### config.mk
export PLATFORM = sky130hd
export DESIGN_NAME = binary_cohens_kappa
export DESIGN_NICKNAME = d
export VERILOG_FILES = /design/src/bck_pkg.sv /design/src/bck_ctrl.sv /design/src/bck_datapath.sv /design/src/binary_cohens_kappa.sv
export SDC_FILE = /design/constraint.sdc
export NUM_CORES = 2
export LEC_CHECK = 0
export ABC_AREA = 1
export ABC_CLOCK_PERIOD_IN_PS = 10400
export BUFFER_PORTS_ARGS = -buffer_cell sky130_fd_sc_hd__buf_2
export CAP_MARGIN = 25
export CORE_ASPECT_RATIO = 0.9
export CORE_MARGIN = 2
export CORE_UTILIZATION = 59
export CTS_CLUSTER_SIZE = 12
export DETAILED_ROUTE_END_ITERATION = 8
export PLACE_DENSITY = 0.85
export SETUP_SLACK_MARGIN = 0.2
export SLEW_MARGIN = 5
export SYNTH_ARGS = -nofsm -noshare
export SYNTH_HDL_FRONTEND = slang
export SYNTH_SLANG_ARGS = --single-unit
### constraint.sdc
create_clock -name clk -period 10.4 [get_ports clk]
set_input_delay 0.52 -clock clk [delete_from_list [all_inputs] [get_ports clk]]
set_output_delay 0.52 -clock clk [all_outputs]
set_load 0.02 [all_outputs]
### src/bck_pkg.sv
`timescale 1ns / 1ps
// ----------------------------------------------------------------------------
// bck_pkg
// Types and constants shared by the binary Cohen's kappa controller, datapath
// and top level.
// ----------------------------------------------------------------------------
package bck_pkg;

    localparam int LABEL_W   = 2;
    localparam int SCORE_W   = 16;
    localparam int KAPPA_W   = 18;
    localparam int STATUS_W  = 2;
    localparam int FRAC_BITS = 16;

    localparam int S_TDATA_W = 24;
    localparam int M_TDATA_W = 24;

    localparam logic signed [SCORE_W-1:0] THRESHOLD_RESET = 16'sd128;

    // Label codes; any other code counts towards the total only.
    localparam logic [LABEL_W-1:0] LABEL_NEG = 2'd0;
    localparam logic [LABEL_W-1:0] LABEL_POS = 2'd1;

    // Result status codes.
    localparam logic [STATUS_W-1:0] STATUS_OK       = 2'd0;
    localparam logic [STATUS_W-1:0] STATUS_DEN_ZERO = 2'd1;
    localparam logic [STATUS_W-1:0] STATUS_OVERFLOW = 2'd2;

    // Saturation limits of the signed Q2.16 result.
    localparam int KAPPA_POS_LIMIT = 131071;
    localparam int KAPPA_NEG_LIMIT = 131072;
    localparam logic signed [KAPPA_W-1:0] KAPPA_MAX = 18'sd131071;
    localparam logic signed [KAPPA_W-1:0] KAPPA_MIN = -18'sd131072;

    // Product selection for the shared multiplier.
    localparam logic [1:0] MUL_AB = 2'd0;   // (tp+fn) * (tp+fp)
    localparam logic [1:0] MUL_CD = 2'd1;   // (tn+fp) * (tn+fn)
    localparam logic [1:0] MUL_AN = 2'd2;   // (tp+tn) * n
    localparam logic [1:0] MUL_NN = 2'd3;   // n * n

    typedef struct packed {
        logic       accept;
        logic       mul_load;
        logic [1:0] mul_sel;
        logic       mul_step;
        logic       mul_store;
        logic       prep;
        logic       div_load;
        logic       div_step;
        logic       res_load;
        logic       clear;
    } cmd_t;

    typedef struct packed {
        logic overflow;
        logic den_zero;
    } stat_t;

endpackage

### src/bck_ctrl.sv
`timescale 1ns / 1ps
// ----------------------------------------------------------------------------
// bck_ctrl
// Sequencer: accepts samples, then steps the shared multiplier through four
// products, the restoring divider through its quotient bits, and hands the
// result to the output register.
// ----------------------------------------------------------------------------
module bck_ctrl #(
    parameter int MAX_ITEMS = 65536
) (
    input  logic          clk,
    input  logic          rst_n,
    input  logic          in_valid,
    input  logic          in_last,
    output logic          in_ready,
    output logic          out_valid,
    input  logic          out_ready,
    input  bck_pkg::stat_t stat,
    output bck_pkg::cmd_t  cmd
);
    import bck_pkg::*;

    localparam int CW = $clog2(MAX_ITEMS + 1);
    localparam int DW = 2 * CW + FRAC_BITS + 1;
    localparam int SW = $clog2(DW);

    typedef enum logic [6:0] {
        ST_ACCUM = 7'b0000001,
        ST_LOAD  = 7'b0000010,
        ST_MUL   = 7'b0000100,
        ST_STORE = 7'b0001000,
        ST_PREP  = 7'b0010000,
        ST_DLOAD = 7'b0100000,
        ST_DIV   = 7'b1000000
    } state_t;

    state_t          state_reg, state_next;
    logic [SW-1:0]   step_reg, step_next;
    logic [1:0]      prod_reg, prod_next;
    logic            out_valid_reg, out_valid_next;
    logic            done_reg, done_next;
    logic            accept;
    logic            res_load;

    assign in_ready  = (state_reg == ST_ACCUM) && !done_reg;
    assign accept    = in_valid && in_ready;
    assign out_valid = out_valid_reg;
    assign res_load  = done_reg && (!out_valid_reg || out_ready);

    // The final hand-over waits in done_reg so that a result still held at
    // the output never blocks the arithmetic from finishing.
    always_comb
    begin
        state_next = state_reg;
        step_next  = step_reg;
        prod_next  = prod_reg;
        done_next  = done_reg;
        cmd        = '0;
        cmd.accept  = accept;
        cmd.mul_sel = prod_reg;
        cmd.res_load = res_load;
        cmd.clear    = res_load;
        if (res_load)
        begin
            done_next = 1'b0;
        end
        unique case (state_reg)
            ST_ACCUM:
            begin
                if (accept && in_last)
                begin
                    state_next = ST_LOAD;
                end
            end
            ST_LOAD:
            begin
                if (stat.overflow)
                begin
                    done_next  = 1'b1;
                    state_next = ST_ACCUM;
                end
                else
                begin
                    cmd.mul_load = 1'b1;
                    step_next    = '0;
                    state_next   = ST_MUL;
                end
            end
            ST_MUL:
            begin
                cmd.mul_step = 1'b1;
                if (step_reg == SW'(CW - 1))
                begin
                    state_next = ST_STORE;
                end
                else
                begin
                    step_next = step_reg + 1'b1;
                end
            end
            ST_STORE:
            begin
                cmd.mul_store = 1'b1;
                if (prod_reg == MUL_NN)
                begin
                    prod_next  = MUL_AB;
                    state_next = ST_PREP;
                end
                else
                begin
                    prod_next  = prod_reg + 1'b1;
                    state_next = ST_LOAD;
                end
            end
            ST_PREP:
            begin
                cmd.prep   = 1'b1;
                state_next = ST_DLOAD;
            end
            ST_DLOAD:
            begin
                if (stat.den_zero)
                begin
                    done_next  = 1'b1;
                    state_next = ST_ACCUM;
                end
                else
                begin
                    cmd.div_load = 1'b1;
                    step_next    = '0;
                    state_next   = ST_DIV;
                end
            end
            ST_DIV:
            begin
                cmd.div_step = 1'b1;
                if (step_reg == SW'(DW - 1))
                begin
                    done_next  = 1'b1;
                    state_next = ST_ACCUM;
                end
                else
                begin
                    step_next = step_reg + 1'b1;
                end
            end
            default:
            begin
                state_next = ST_ACCUM;
            end
        endcase
    end

    always_comb
    begin
        out_valid_next = out_valid_reg;
        if (res_load)
        begin
            out_valid_next = 1'b1;
        end
        else if (out_ready)
        begin
            out_valid_next = 1'b0;
        end
    end

    always_ff @(posedge clk or negedge rst_n)
    begin
        if (!rst_n)
        begin
            state_reg     <= ST_ACCUM;
            step_reg      <= '0;
            prod_reg      <= MUL_AB;
            out_valid_reg <= 1'b0;
            done_reg      <= 1'b0;
        end
        else
        begin
            state_reg     <= state_next;
            step_reg      <= step_next;
            prod_reg      <= prod_next;
            out_valid_reg <= out_valid_next;
            done_reg      <= done_next;
        end
    end

endmodule

### src/bck_datapath.sv
`timescale 1ns / 1ps
// ----------------------------------------------------------------------------
// bck_datapath
// Confusion counters, threshold register, shift-add multiplier, restoring
// divider and the rounded, saturated result register.
// ----------------------------------------------------------------------------
module bck_datapath #(
    parameter int MAX_ITEMS = 65536
) (
    input  logic                                   clk,
    input  logic                                   rst_n,
    input  logic                                   threshold_we,
    input  logic signed [bck_pkg::SCORE_W-1:0]     threshold_wdata,
    input  logic [bck_pkg::LABEL_W-1:0]            label_class,
    input  logic signed [bck_pkg::SCORE_W-1:0]     score,
    input  bck_pkg::cmd_t                          cmd,
    output bck_pkg::stat_t                         stat,
    output logic signed [bck_pkg::KAPPA_W-1:0]     kappa,
    output logic [bck_pkg::STATUS_W-1:0]           status
);
    import bck_pkg::*;

    localparam int CW = $clog2(MAX_ITEMS + 1);
    localparam int PW = 2 * CW;
    localparam int DW = PW + FRAC_BITS + 1;
    localparam int RW = PW + 1;

    logic signed [SCORE_W-1:0] threshold_reg;

    logic [CW-1:0] tp_reg, tn_reg, fp_reg, fn_reg, n_reg;
    logic          overflow_reg;
    logic          pred;

    logic [CW:0]   a_w, b_w, c_w, d_w, g_w;
    logic [CW-1:0] op_x, op_y;

    logic [PW-1:0] mcand_reg;
    logic [CW-1:0] mplier_reg;
    logic [PW-1:0] acc_reg;
    logic [PW-1:0] s_reg, an_reg, nn_reg;

    logic [PW:0]   num_w;
    logic          neg_reg;
    logic [PW-1:0] mag_reg;
    logic [PW-1:0] den_reg;

    logic [RW-1:0] rem_reg;
    logic [DW-1:0] quo_reg;
    logic [RW-1:0] trial;
    logic          fits;

    logic signed [KAPPA_W-1:0] kappa_reg;
    logic [STATUS_W-1:0]       status_reg;
    logic signed [KAPPA_W-1:0] kappa_round;

    always_ff @(posedge clk or negedge rst_n)
    begin
        if (!rst_n)
        begin
            threshold_reg <= THRESHOLD_RESET;
        end
        else if (threshold_we)
        begin
            threshold_reg <= threshold_wdata;
        end
    end

    assign pred = score > threshold_reg;

    always_ff @(posedge clk or negedge rst_n)
    begin
        if (!rst_n)
        begin
            tp_reg       <= '0;
            tn_reg       <= '0;
            fp_reg       <= '0;
            fn_reg       <= '0;
            n_reg        <= '0;
            overflow_reg <= 1'b0;
        end
        else if (cmd.clear)
        begin
            tp_reg       <= '0;
            tn_reg       <= '0;
            fp_reg       <= '0;
            fn_reg       <= '0;
            n_reg        <= '0;
            overflow_reg <= 1'b0;
        end
        else if (cmd.accept)
        begin
            if (n_reg >= CW'(MAX_ITEMS))
            begin
                overflow_reg <= 1'b1;
            end
            else
            begin
                n_reg <= n_reg + 1'b1;
                if (label_class == LABEL_POS)
                begin
                    if (pred)
                    begin
                        tp_reg <= tp_reg + 1'b1;
                    end
                    else
                    begin
                        fn_reg <= fn_reg + 1'b1;
                    end
                end
                else if (label_class == LABEL_NEG)
                begin
                    if (pred)
                    begin
                        fp_reg <= fp_reg + 1'b1;
                    end
                    else
                    begin
                        tn_reg <= tn_reg + 1'b1;
                    end
                end
            end
        end
    end

    // Marginal sums never exceed the sample count, so they fit the counter width.
    assign a_w = {1'b0, tp_reg} + {1'b0, fn_reg};
    assign b_w = {1'b0, tp_reg} + {1'b0, fp_reg};
    assign c_w = {1'b0, tn_reg} + {1'b0, fp_reg};
    assign d_w = {1'b0, tn_reg} + {1'b0, fn_reg};
    assign g_w = {1'b0, tp_reg} + {1'b0, tn_reg};

    always_comb
    begin
        unique case (cmd.mul_sel)
            MUL_AB:
            begin
                op_x = a_w[CW-1:0];
                op_y = b_w[CW-1:0];
            end
            MUL_CD:
            begin
                op_x = c_w[CW-1:0];
                op_y = d_w[CW-1:0];
            end
            MUL_AN:
            begin
                op_x = g_w[CW-1:0];
                op_y = n_reg;
            end
            default:
            begin
                op_x = n_reg;
                op_y = n_reg;
            end
        endcase
    end

    always_ff @(posedge clk)
    begin
        if (cmd.mul_load)
        begin
            mcand_reg  <= PW'(op_x);
            mplier_reg <= op_y;
            acc_reg    <= '0;
        end
        else if (cmd.mul_step)
        begin
            if (mplier_reg[0])
            begin
                acc_reg <= acc_reg + mcand_reg;
            end
            mcand_reg  <= mcand_reg << 1;
            mplier_reg <= mplier_reg >> 1;
        end
    end

    always_ff @(posedge clk)
    begin
        if (cmd.mul_store)
        begin
            unique case (cmd.mul_sel)
                MUL_AB:  s_reg  <= acc_reg;
                MUL_CD:  s_reg  <= s_reg + acc_reg;
                MUL_AN:  an_reg <= acc_reg;
                default: nn_reg <= acc_reg;
            endcase
        end
    end

    assign num_w = {1'b0, an_reg} - {1'b0, s_reg};

    always_ff @(posedge clk)
    begin
        if (cmd.prep)
        begin
            neg_reg <= num_w[PW];
            mag_reg <= num_w[PW] ? PW'(-num_w) : num_w[PW-1:0];
            den_reg <= nn_reg - s_reg;
        end
    end

    // Restoring division of (|num| << 16) + den/2 by den, one quotient bit a cycle.
    assign trial = {rem_reg[RW-2:0], quo_reg[DW-1]};
    assign fits  = trial >= {1'b0, den_reg};

    always_ff @(posedge clk)
    begin
        if (cmd.div_load)
        begin
            rem_reg <= '0;
            quo_reg <= (DW'(mag_reg) << FRAC_BITS) + DW'(den_reg >> 1);
        end
        else if (cmd.div_step)
        begin
            rem_reg <= fits ? (trial - {1'b0, den_reg}) : trial;
            quo_reg <= {quo_reg[DW-2:0], fits};
        end
    end

    always_comb
    begin
        if (neg_reg)
        begin
            if (quo_reg >= DW'(KAPPA_NEG_LIMIT))
            begin
                kappa_round = KAPPA_MIN;
            end
            else
            begin
                kappa_round = -$signed(quo_reg[KAPPA_W-1:0]);
            end
        end
        else
        begin
            if (quo_reg >= DW'(KAPPA_POS_LIMIT))
            begin
                kappa_round = KAPPA_MAX;
            end
            else
            begin
                kappa_round = $signed(quo_reg[KAPPA_W-1:0]);
            end
        end
    end

    always_ff @(posedge clk)
    begin
        if (cmd.res_load)
        begin
            priority if (overflow_reg)
            begin
                kappa_reg  <= '0;
                status_reg <= STATUS_OVERFLOW;
            end
            else if (stat.den_zero)
            begin
                kappa_reg  <= '0;
                status_reg <= STATUS_DEN_ZERO;
            end
            else
            begin
                kappa_reg  <= kappa_round;
                status_reg <= STATUS_OK;
            end
        end
    end

    assign stat.overflow = overflow_reg;
    assign stat.den_zero = (den_reg == '0);
    assign kappa         = kappa_reg;
    assign status        = status_reg;

endmodule

### src/binary_cohens_kappa.sv
`timescale 1ns / 1ps
// ----------------------------------------------------------------------------
// binary_cohens_kappa
// Streaming binary Cohen's kappa over thresholded Q8.8 scores, Q2.16 result.
// ----------------------------------------------------------------------------
// Samples are taken one per clock while the block is accumulating and no result
// waits for the output register. A score counts as a positive prediction when
// it is strictly above the threshold. After the sample marked by tlast, a
// shift-add multiplier forms four products and a restoring divider produces one
// quotient bit per cycle; the divider is skipped when the denominator is zero
// and all arithmetic for a set that overflowed. The next sample is taken once
// the result is handed to the output register, even while the result still
// waits at the output. A result carries status 2 with kappa 0 if any sample
// arrived once MAX_ITEMS had been counted, and status 1 with kappa 0 if the
// denominator is zero. All counters clear when the result is handed to the
// output register.
module binary_cohens_kappa #(
    parameter int MAX_ITEMS = 65536
) (
    input  logic                                   clk,
    input  logic                                   rst_n,
    input  logic                                   threshold_we,
    input  logic signed [bck_pkg::SCORE_W-1:0]     threshold_wdata,
    input  logic                                   s_axis_tvalid,
    output logic                                   s_axis_tready,
    input  logic [bck_pkg::S_TDATA_W-1:0]          s_axis_tdata,   // label_class, score, zeros
    input  logic                                   s_axis_tlast,
    output logic                                   m_axis_tvalid,
    input  logic                                   m_axis_tready,
    output logic [bck_pkg::M_TDATA_W-1:0]          m_axis_tdata,   // kappa, zeros
    output logic [bck_pkg::STATUS_W-1:0]           m_axis_tuser    // status
);
    import bck_pkg::*;

    cmd_t  cmd;
    stat_t stat;

    logic [LABEL_W-1:0]         label_class;
    logic signed [SCORE_W-1:0]  score;
    logic signed [KAPPA_W-1:0]  kappa;
    logic [STATUS_W-1:0]        status;

    assign label_class = s_axis_tdata[LABEL_W-1:0];
    assign score       = $signed(s_axis_tdata[LABEL_W+SCORE_W-1:LABEL_W]);

    bck_ctrl #(
        .MAX_ITEMS (MAX_ITEMS)
    ) u_ctrl (
        .clk       (clk),
        .rst_n     (rst_n),
        .in_valid  (s_axis_tvalid),
        .in_last   (s_axis_tlast),
        .in_ready  (s_axis_tready),
        .out_valid (m_axis_tvalid),
        .out_ready (m_axis_tready),
        .stat      (stat),
        .cmd       (cmd)
    );

    bck_datapath #(
        .MAX_ITEMS (MAX_ITEMS)
    ) u_datapath (
        .clk             (clk),
        .rst_n           (rst_n),
        .threshold_we    (threshold_we),
        .threshold_wdata (threshold_wdata),
        .label_class     (label_class),
        .score           (score),
        .cmd             (cmd),
        .stat            (stat),
        .kappa           (kappa),
        .status          (status)
    );

    assign m_axis_tdata = {{(M_TDATA_W - KAPPA_W){1'b0}}, kappa};
    assign m_axis_tuser = status;

`ifndef SYNTH
    // A closing sample starts the arithmetic, so no sample is taken next cycle.
    a_last_stalls_input: assert property (@(posedge clk) disable iff (!rst_n)
        (s_axis_tvalid && s_axis_tready && s_axis_tlast) |=> !s_axis_tready)
        else $error("sample accepted straight after a closing sample");

    a_status_code: assert property (@(posedge clk) disable iff (!rst_n)
        m_axis_tvalid |-> (m_axis_tuser == STATUS_OK || m_axis_tuser == STATUS_DEN_ZERO
                           || m_axis_tuser == STATUS_OVERFLOW))
        else $error("result carries an undefined status code");

    a_error_kappa_zero: assert property (@(posedge clk) disable iff (!rst_n)
        (m_axis_tvalid && m_axis_tuser != STATUS_OK) |-> (kappa == '0))
        else $error("error result with non-zero kappa");

    // A new result is only loaded from the hand-over cycle, when input is held off.
    a_result_after_hold: assert property (@(posedge clk) disable iff (!rst_n)
        $rose(m_axis_tvalid) |-> $past(!s_axis_tready))
        else $error("result appeared while samples were being accepted");
`endif

endmodule
Yosys cells after proc, flatten, opt, wreduce, memory -nomap -nowiden
Index checks and enable logic that the tools add are counted.
{"block": "totals", "wordCells": 180, "inputBits": 46, "register_bits": 480, "output_inout_bits": 28}
{"block": "classes", "mux": 71, "n_reduce_logical": 34, "n_bitwise": 1, "magnitude_cmp": 5, "n_eq_ne": 23, "n_addsub": 20}
{"cell": "$mux 17", "n": 29}
{"cell": "$mux 51", "n": 2}
{"cell": "$add 17x1->17 const B", "n": 5}
{"cell": "$add 17x17->17", "n": 5}
{"cell": "$add 34x34->34", "n": 2}
{"cell": "$mux 34", "n": 2}
{"cell": "$pmux 34 s2", "n": 1}
{"cell": "$sub 34x34->34", "n": 2}
{"cell": "$mux 18", "n": 3}
{"cell": "$add 50x33->51", "n": 1}
{"cell": "$ge 51x17->1 const B", "n": 1}
{"cell": "$ge 51x18->1 const B", "n": 1}
{"cell": "$pmux 17 s3", "n": 1}
{"cell": "$pmux 7 s7", "n": 1}
{"cell": "$ge 35x34->1", "n": 1}
{"cell": "$sub 34x34->35", "n": 1}
{"cell": "$logic_not 34->1", "n": 1}
{"cell": "$neg 34->34", "n": 1}
{"cell": "$pmux 17 s2", "n": 1}
{"cell": "$mux 7", "n": 4}
{"cell": "$mux 6", "n": 4}
{"cell": "$pmux 6 s4", "n": 1}
{"cell": "$mux 1", "n": 18}
{"cell": "$neg 18->18", "n": 1}
{"cell": "34 further kinds", "n": 65}

Logic depth before layout (Yosys ltp)
{"block": "depth", "depth_word": 7, "depth_mapped": 22, "mapped_depth_nobuf": 21}

Hierarchy
From an unflattened synthesis, not the netlist that was laid out.
{"block": "hier_totals", "hier_cells": 5294, "area_unflattened_um2": 37885.1}
{"module": "bck_datapath", "instances": 1, "seq_area_each_um2": 12543.3, "area_per_inst_um2": 36632.6, "cells_per_inst": 5126}
{"module": "bck_ctrl", "instances": 1, "seq_area_each_um2": 426.7, "area_per_inst_um2": 1203.7, "cells_per_inst": 161}
{"module": "binary_cohens_kappa", "instances": 1, "seq_area_each_um2": 0.0, "area_per_inst_um2": 48.8, "cells_per_inst": 7}

Worst setup path after synthesis
Ideal clock, no wire load.
{"block": "synth_path", "path_kind": "flip-flop to flip-flop", "startpoint": "register u_ctrl.state_reg[1]", "endpoint": "register u_ctrl.state_reg[0]", "setup_time_ns": 0.095, "path_buffers": 0, "stages_incl_launch_ff": 9, "period_less_slack_ns": 4.228, "arrival_time_ns": 4.134, "required_time_ns": 10.305, "slack_ns": 6.172, "path_cell_list": "dfrtp_1 nor2_1 inv_1 nor2_1 inv_2 nor2_1 nor3_1 nand3_1 a41oi_1"}
{"block": "synth_between", "elab_chain_len": 6, "word_cells_on_any_way": 15, "classes_between": "eq/ne: 10; mux: 1; reduce/logical: 4"}
{"item": "from (decl)", "line": "bck_ctrl.sv:37", "source": "state_t state_reg, state_next;"}
{"item": "from (signal assigned)", "line": "bck_ctrl.sv:179", "source": "state_reg <= state_next;"}
{"item": "$eq 7x1->1", "line": "bck_ctrl.sv:45, bck_ctrl.sv:67"}
{"item": "$logic_and 1x1->1", "line": "bck_ctrl.sv:45", "source": "assign in_ready = (state_reg == ST_ACCUM) && !done_reg;"}
{"item": "$logic_and 1x1->1", "line": "bck_ctrl.sv:46", "source": "assign accept = in_valid && in_ready;"}
{"item": "$logic_and 1x1->1", "line": "bck_ctrl.sv:70", "source": "if (accept && in_last)"}
{"item": "$ne 2x2->1 (no source line)"}
{"item": "$reduce_and 3->1 (no source line)"}
Parallel ways exist; a longest one is shown, timed or not.
A chain may end at the register's enable or synchronous reset.

Final worst setup path
{"block": "layout_path", "startpoint": "register u_ctrl.prod_reg[0]", "endpoint": "register u_datapath.mcand_reg[11] (data pin)"}
{"block": "layout_between", "elab_chain_len": 3, "word_cells_on_any_way": 5, "classes_between": "eq/ne: 2; mux: 2; reduce/logical: 1"}
{"item": "from (decl)", "line": "bck_ctrl.sv:39", "source": "logic [1:0] prod_reg, prod_next;"}
{"item": "from (signal assigned)", "line": "bck_ctrl.sv:181", "source": "prod_reg <= prod_next;"}
{"item": "$eq 2x2->1, or another cell as far along", "line": "bck_datapath.sv:134", "source": "unique case (cmd.mul_sel)"}
{"item": "$pmux 17 s3 (*)", "line": "bck_datapath.sv:134"}
{"item": "$mux 17 (*)", "line": "bck_datapath.sv:160", "source": "if (cmd.mul_load)"}
{"item": "to (signal assigned)", "line": "bck_datapath.sv:162", "source": "mcand_reg <= PW'(op_x);"}
{"item": "to (signal assigned)", "line": "bck_datapath.sv:172", "source": "mcand_reg <= mcand_reg << 1;"}
{"item": "to (decl)", "line": "bck_datapath.sv:37", "source": "logic [PW-1:0] mcand_reg;"}
Every way passes the cells marked *; elsewhere a longest branch is shown, timed or not.

==> qor.txt <==
Detail Route Antenna Nets - 0
overall routed net length - 104 mm
Detailed Place HPWL - 80.1 mm
kind of launch point of the worst setup path - flip-flop
normalized max-slew margin - 0.311
CP cell instances - inv_1 -> ha_1 -> inv_1 -> o21ai_0 -> ha_1 -> a21oi_1 -> o21ai_0 -> nand2_1 -> nand2_1 -> inv_1 -> o21ai_0 -> a21oi_1 -> inv_1 -> nand2_1 -> nand3_1 -> nand3_1 -> nand2_1 -> nand2_1
highest achievable clock rate - 229 MHz
static leakage - 18.8 nW
instance count of the mapped netlist - 5,165
Max Cap Viol - 0
I/O Pins - 74
setup tns final - 0 ps
TritonCTS Buffers - 52
Clock Sink Count - 480
largest fanout on the critical path - 21
distinct cell type count after synthesis - 65
number of pins with negative max-slew slack in the final report - 0
total die area - 0.0654 mm2
routed length per placed instance - 17.1 um
Post-CTS Setup Bufs - 0
power density over cell area - 141 mW/mm2
detailed-routing iteration count for the pre-antenna-repair pass - 6
Critical Path Most Common Cell - sky130_fd_sc_hd__nand2_1
async set or reset register ratio after synthesis - 0.248
EDFF count, synth - 276
min Tclk post-route - 4360 ps
Fin. Hold Viols - 0
detail-routed via count per cell - 5.77
CP max stage cell - sky130_fd_sc_hd__ha_1
sequential fraction of the synthesis area - 0.347
area growth from synthesis to layout - 7.71%
total number of vias - 35,100
worst-case clock buffer depth - 3
Worst EP required - 10,780 ps
RD Place Congestion - 1.01
detailed router's first-iteration violation count - 3,906
kind of end point of the critical path - flip-flop
DRC violations left - 0
Hold Path Depth - 3
TritonCTS clock tree - yes
worst min-delay path category - in2reg
largest net degree at the start of global routing - 70
critical path depth - 18
worst slack, placed - 6150 ps
share of post-route cells with drive strength above 1 - 0.0519
worst-case register-to-register setup slack - 6040 ps
Arr. time, crit path - 4740 ps
initial core utilization - 0.596
main flop type after synthesis - sky130_fd_sc_hd__edfxtp_1
number of synthesized register bits - 480
H-tree depth - 2
netlist area before placement - 0.0374 mm2
Critical Setup Path Class - reg2reg
Avg Synthesized Cell Area - 7.24 um2
number of gates resized after CTS - 0
flip-flop count of the largest register, all copies and words added - 51
clock latency on the worst-skew pair - 630 ps
CP peak stage delay - 610 ps
post-CTS clock slew at the launch and capture registers of the worst setup and hold paths - 60 ps
peak supply drop - 0.000129 V
via count of the first global-routing pass - 32,300
remaining global-route overflow - 0
total track usage - 0.313
Worst Hold Slack - 107 ps
nets - 5,542
hold buffer count at cts - 1
worst r2r path cells - 18
Die Height - 243 um
RSZ-0062 raised after global routing - no
transition time at the pin with the least slew margin - 1030 ps
Period Utilization, post-route - 0.419
yosys warns - 0
Port Buf Inserts - 61
kind of cell adding the most delay to the critical path - compound AO/OA/AOI/OAI gates
Finish-stage setup viols - 0
Pwr Total - 0.00566 W
die span in x - 269 um
Buffers & Inverters on Critical Path - 4
Final Skew - 38.9 ps
core footprint - 0.0627 mm2
worst-case setup margin in the final layout - 6040 ps
buffer cell driving the clock tree root - sky130_fd_sc_hd__clkbuf_16
initial antenna violation count - 1
n_diodes - 0
result of the run - finished, final reports clean
global-route wire length before repair - 167 mm
FP Rows - 87
final design utilization - 0.642
[cells in the mapped netlist, types with 3 or more instances]
cell type / instances / area, um2
sky130_fd_sc_hd__or2_2: 39 / 244
sky130_fd_sc_hd__o21ai_0: 340 / 1700
sky130_fd_sc_hd__o21ai_2: 3 / 26.3
sky130_fd_sc_hd__inv_1: 698 / 2620
sky130_fd_sc_hd__a21oi_1: 352 / 1760
sky130_fd_sc_hd__a21boi_0: 8 / 60.1
sky130_fd_sc_hd__nor4_1: 28 / 175
sky130_fd_sc_hd__a21o_1: 24 / 180
sky130_fd_sc_hd__nand3_2: 7 / 70.1
sky130_fd_sc_hd__nor2_2: 10 / 62.6
sky130_fd_sc_hd__a221oi_1: 10 / 87.6
sky130_fd_sc_hd__nor3_1: 71 / 355
sky130_fd_sc_hd__a211oi_1: 27 / 203
sky130_fd_sc_hd__xor2_1: 147 / 1290
sky130_fd_sc_hd__nor2_1: 412 / 1550
sky130_fd_sc_hd__dfxtp_1: 85 / 1700
sky130_fd_sc_hd__clkbuf_1: 58 / 218
sky130_fd_sc_hd__buf_2: 27 / 135
sky130_fd_sc_hd__o21ai_1: 99 / 495
sky130_fd_sc_hd__nand3b_1: 33 / 248
sky130_fd_sc_hd__nor3_2: 4 / 40.0
sky130_fd_sc_hd__a22o_1: 4 / 35.0
sky130_fd_sc_hd__o31ai_1: 6 / 45.0
sky130_fd_sc_hd__fa_1: 10 / 200
sky130_fd_sc_hd__o21a_1: 18 / 135
sky130_fd_sc_hd__inv_2: 9 / 33.8
sky130_fd_sc_hd__nand2_2: 15 / 93.8
sky130_fd_sc_hd__o2111ai_1: 3 / 26.3
sky130_fd_sc_hd__nand4_1: 78 / 488
sky130_fd_sc_hd__nor2_4: 5 / 56.3
sky130_fd_sc_hd__xnor2_1: 86 / 753
sky130_fd_sc_hd__buf_1: 11 / 41.3
sky130_fd_sc_hd__o211ai_1: 12 / 90.1
sky130_fd_sc_hd__edfxtp_1: 276 / 8290
sky130_fd_sc_hd__and2_1: 7 / 43.8
sky130_fd_sc_hd__buf_4: 7 / 52.6
sky130_fd_sc_hd__nand3_1: 288 / 1440
sky130_fd_sc_hd__nand2_1: 1357 / 5090
sky130_fd_sc_hd__o22ai_1: 12 / 75.1
sky130_fd_sc_hd__a31oi_1: 22 / 138
sky130_fd_sc_hd__dfrtp_1: 117 / 2930
sky130_fd_sc_hd__ha_1: 280 / 3500
sky130_fd_sc_hd__o21bai_1: 33 / 248
[area by class of cell]
cell class	instances	area [um2]
clock inverters	19	216
repair buffers	86	578
fillers	5431	22400
inverters	707	2650
flip-flops and latches	480	13000
well taps	845	1060
clock buffers	69	1440
multi-input cells	3879	21300
[power breakdown]
part,internal (W),switching (W),total [W]
Combinational,0.000484,0.000936,0.00142
Sequential,0.00220,0.000193,0.00239
Clock,0.00107,0.000782,0.00185
[worst register-to-register path, stage by stage, from the launching register on]
cell                      delay (ps)
sky130_fd_sc_hd__dfrtp_1         440
sky130_fd_sc_hd__inv_1           110
sky130_fd_sc_hd__ha_1            610
sky130_fd_sc_hd__inv_1           430
sky130_fd_sc_hd__o21ai_0         520
sky130_fd_sc_hd__ha_1            240
sky130_fd_sc_hd__a21oi_1          40
sky130_fd_sc_hd__o21ai_0         340
sky130_fd_sc_hd__nand2_1          90
sky130_fd_sc_hd__nand2_1         150
sky130_fd_sc_hd__inv_1            70
sky130_fd_sc_hd__o21ai_0         410
sky130_fd_sc_hd__a21oi_1         170
sky130_fd_sc_hd__inv_1            80
sky130_fd_sc_hd__nand2_1          50
sky130_fd_sc_hd__nand3_1          70
sky130_fd_sc_hd__nand3_1         120
sky130_fd_sc_hd__nand2_1         120
sky130_fd_sc_hd__nand2_1          50
[cell usage in the layout (no fill, tap or decap), types with 78 or more instances in the layout]
| master | Yosys | routed |
|---|---|---|
| sky130_fd_sc_hd__nand2_1 | 1357 | 1356 |
| sky130_fd_sc_hd__inv_1 | 698 | 696 |
| sky130_fd_sc_hd__nor2_1 | 412 | 407 |
| sky130_fd_sc_hd__a21oi_1 | 352 | 352 |
| sky130_fd_sc_hd__o21ai_0 | 340 | 340 |
| sky130_fd_sc_hd__nand3_1 | 288 | 288 |
| sky130_fd_sc_hd__ha_1 | 280 | 280 |
| sky130_fd_sc_hd__edfxtp_1 | 276 | 276 |
| sky130_fd_sc_hd__xor2_1 | 147 | 147 |
| sky130_fd_sc_hd__dfrtp_1 | 117 | 117 |
| sky130_fd_sc_hd__o21ai_1 | 99 | 99 |
| sky130_fd_sc_hd__xnor2_1 | 86 | 86 |
| sky130_fd_sc_hd__dfxtp_1 | 85 | 85 |
| sky130_fd_sc_hd__nand4_1 | 78 | 78 |
[path summary, 6_finish.rpt]
check	startpoint	to
max	u_ctrl.prod_reg[0]$_DFFE_PN0P_	u_datapath.mcand_reg[11]$_DFFE_PP_
max reg2reg	u_ctrl.prod_reg[0]$_DFFE_PN0P_	u_datapath.mcand_reg[11]$_DFFE_PP_
max in group asynchronous	rst_n	u_ctrl.step_reg[2]$_DFFE_PN0P_
min in group asynchronous	rst_n	u_datapath.threshold_reg[6]$_DFFE_PN0P_
min	threshold_wdata[1]	u_datapath.threshold_reg[1]$_DFFE_PN0P_
min reg2reg	u_datapath.rem_reg[32]$_SDFFE_PP0P_	u_datapath.rem_reg[32]$_SDFFE_PP0P_
[cell families (layout without fill, tap and decap cells)]
kind of cell / count (synthesis) / in the layout / share of synthesized area
xor gates and xnor gates: 235 / 235 / 0.0555
other: 1 / 6 / 0.000100
muxes: 2 / 2 / 0.000569
AOI/OAI and AO/OA: 982 / 982 / 0.145
and+or+nand+nor: 2364 / 2364 / 0.270
DFF: 480 / 480 / 0.347
adders and majority gates: 290 / 290 / 0.0991
buffers and inverters: 811 / 881 / 0.0833
[metrics by stage]
| stage | cell area, um2 | std cells |
|---|---|---|
| floorplan | 37400 | 5170 |
| global placement | 38500 | 5991 |
| detailed placement | 38500 | 5993 |
| CTS | 40200 | 6082 |
| global route | 40300 | 6085 |
| finish | 40300 | 6085 |
[metal layers]
metal,vias to the layer above,global-route usage,routed length [um]
met5,-,0,7
met4,2,0.115,3740
met3,238,0.0462,9770
met2,1575,0.491,45300
met1,16000,0.440,45500
li1,17300,-,-
No activity file was read; power rests on OpenSTA's default activity.
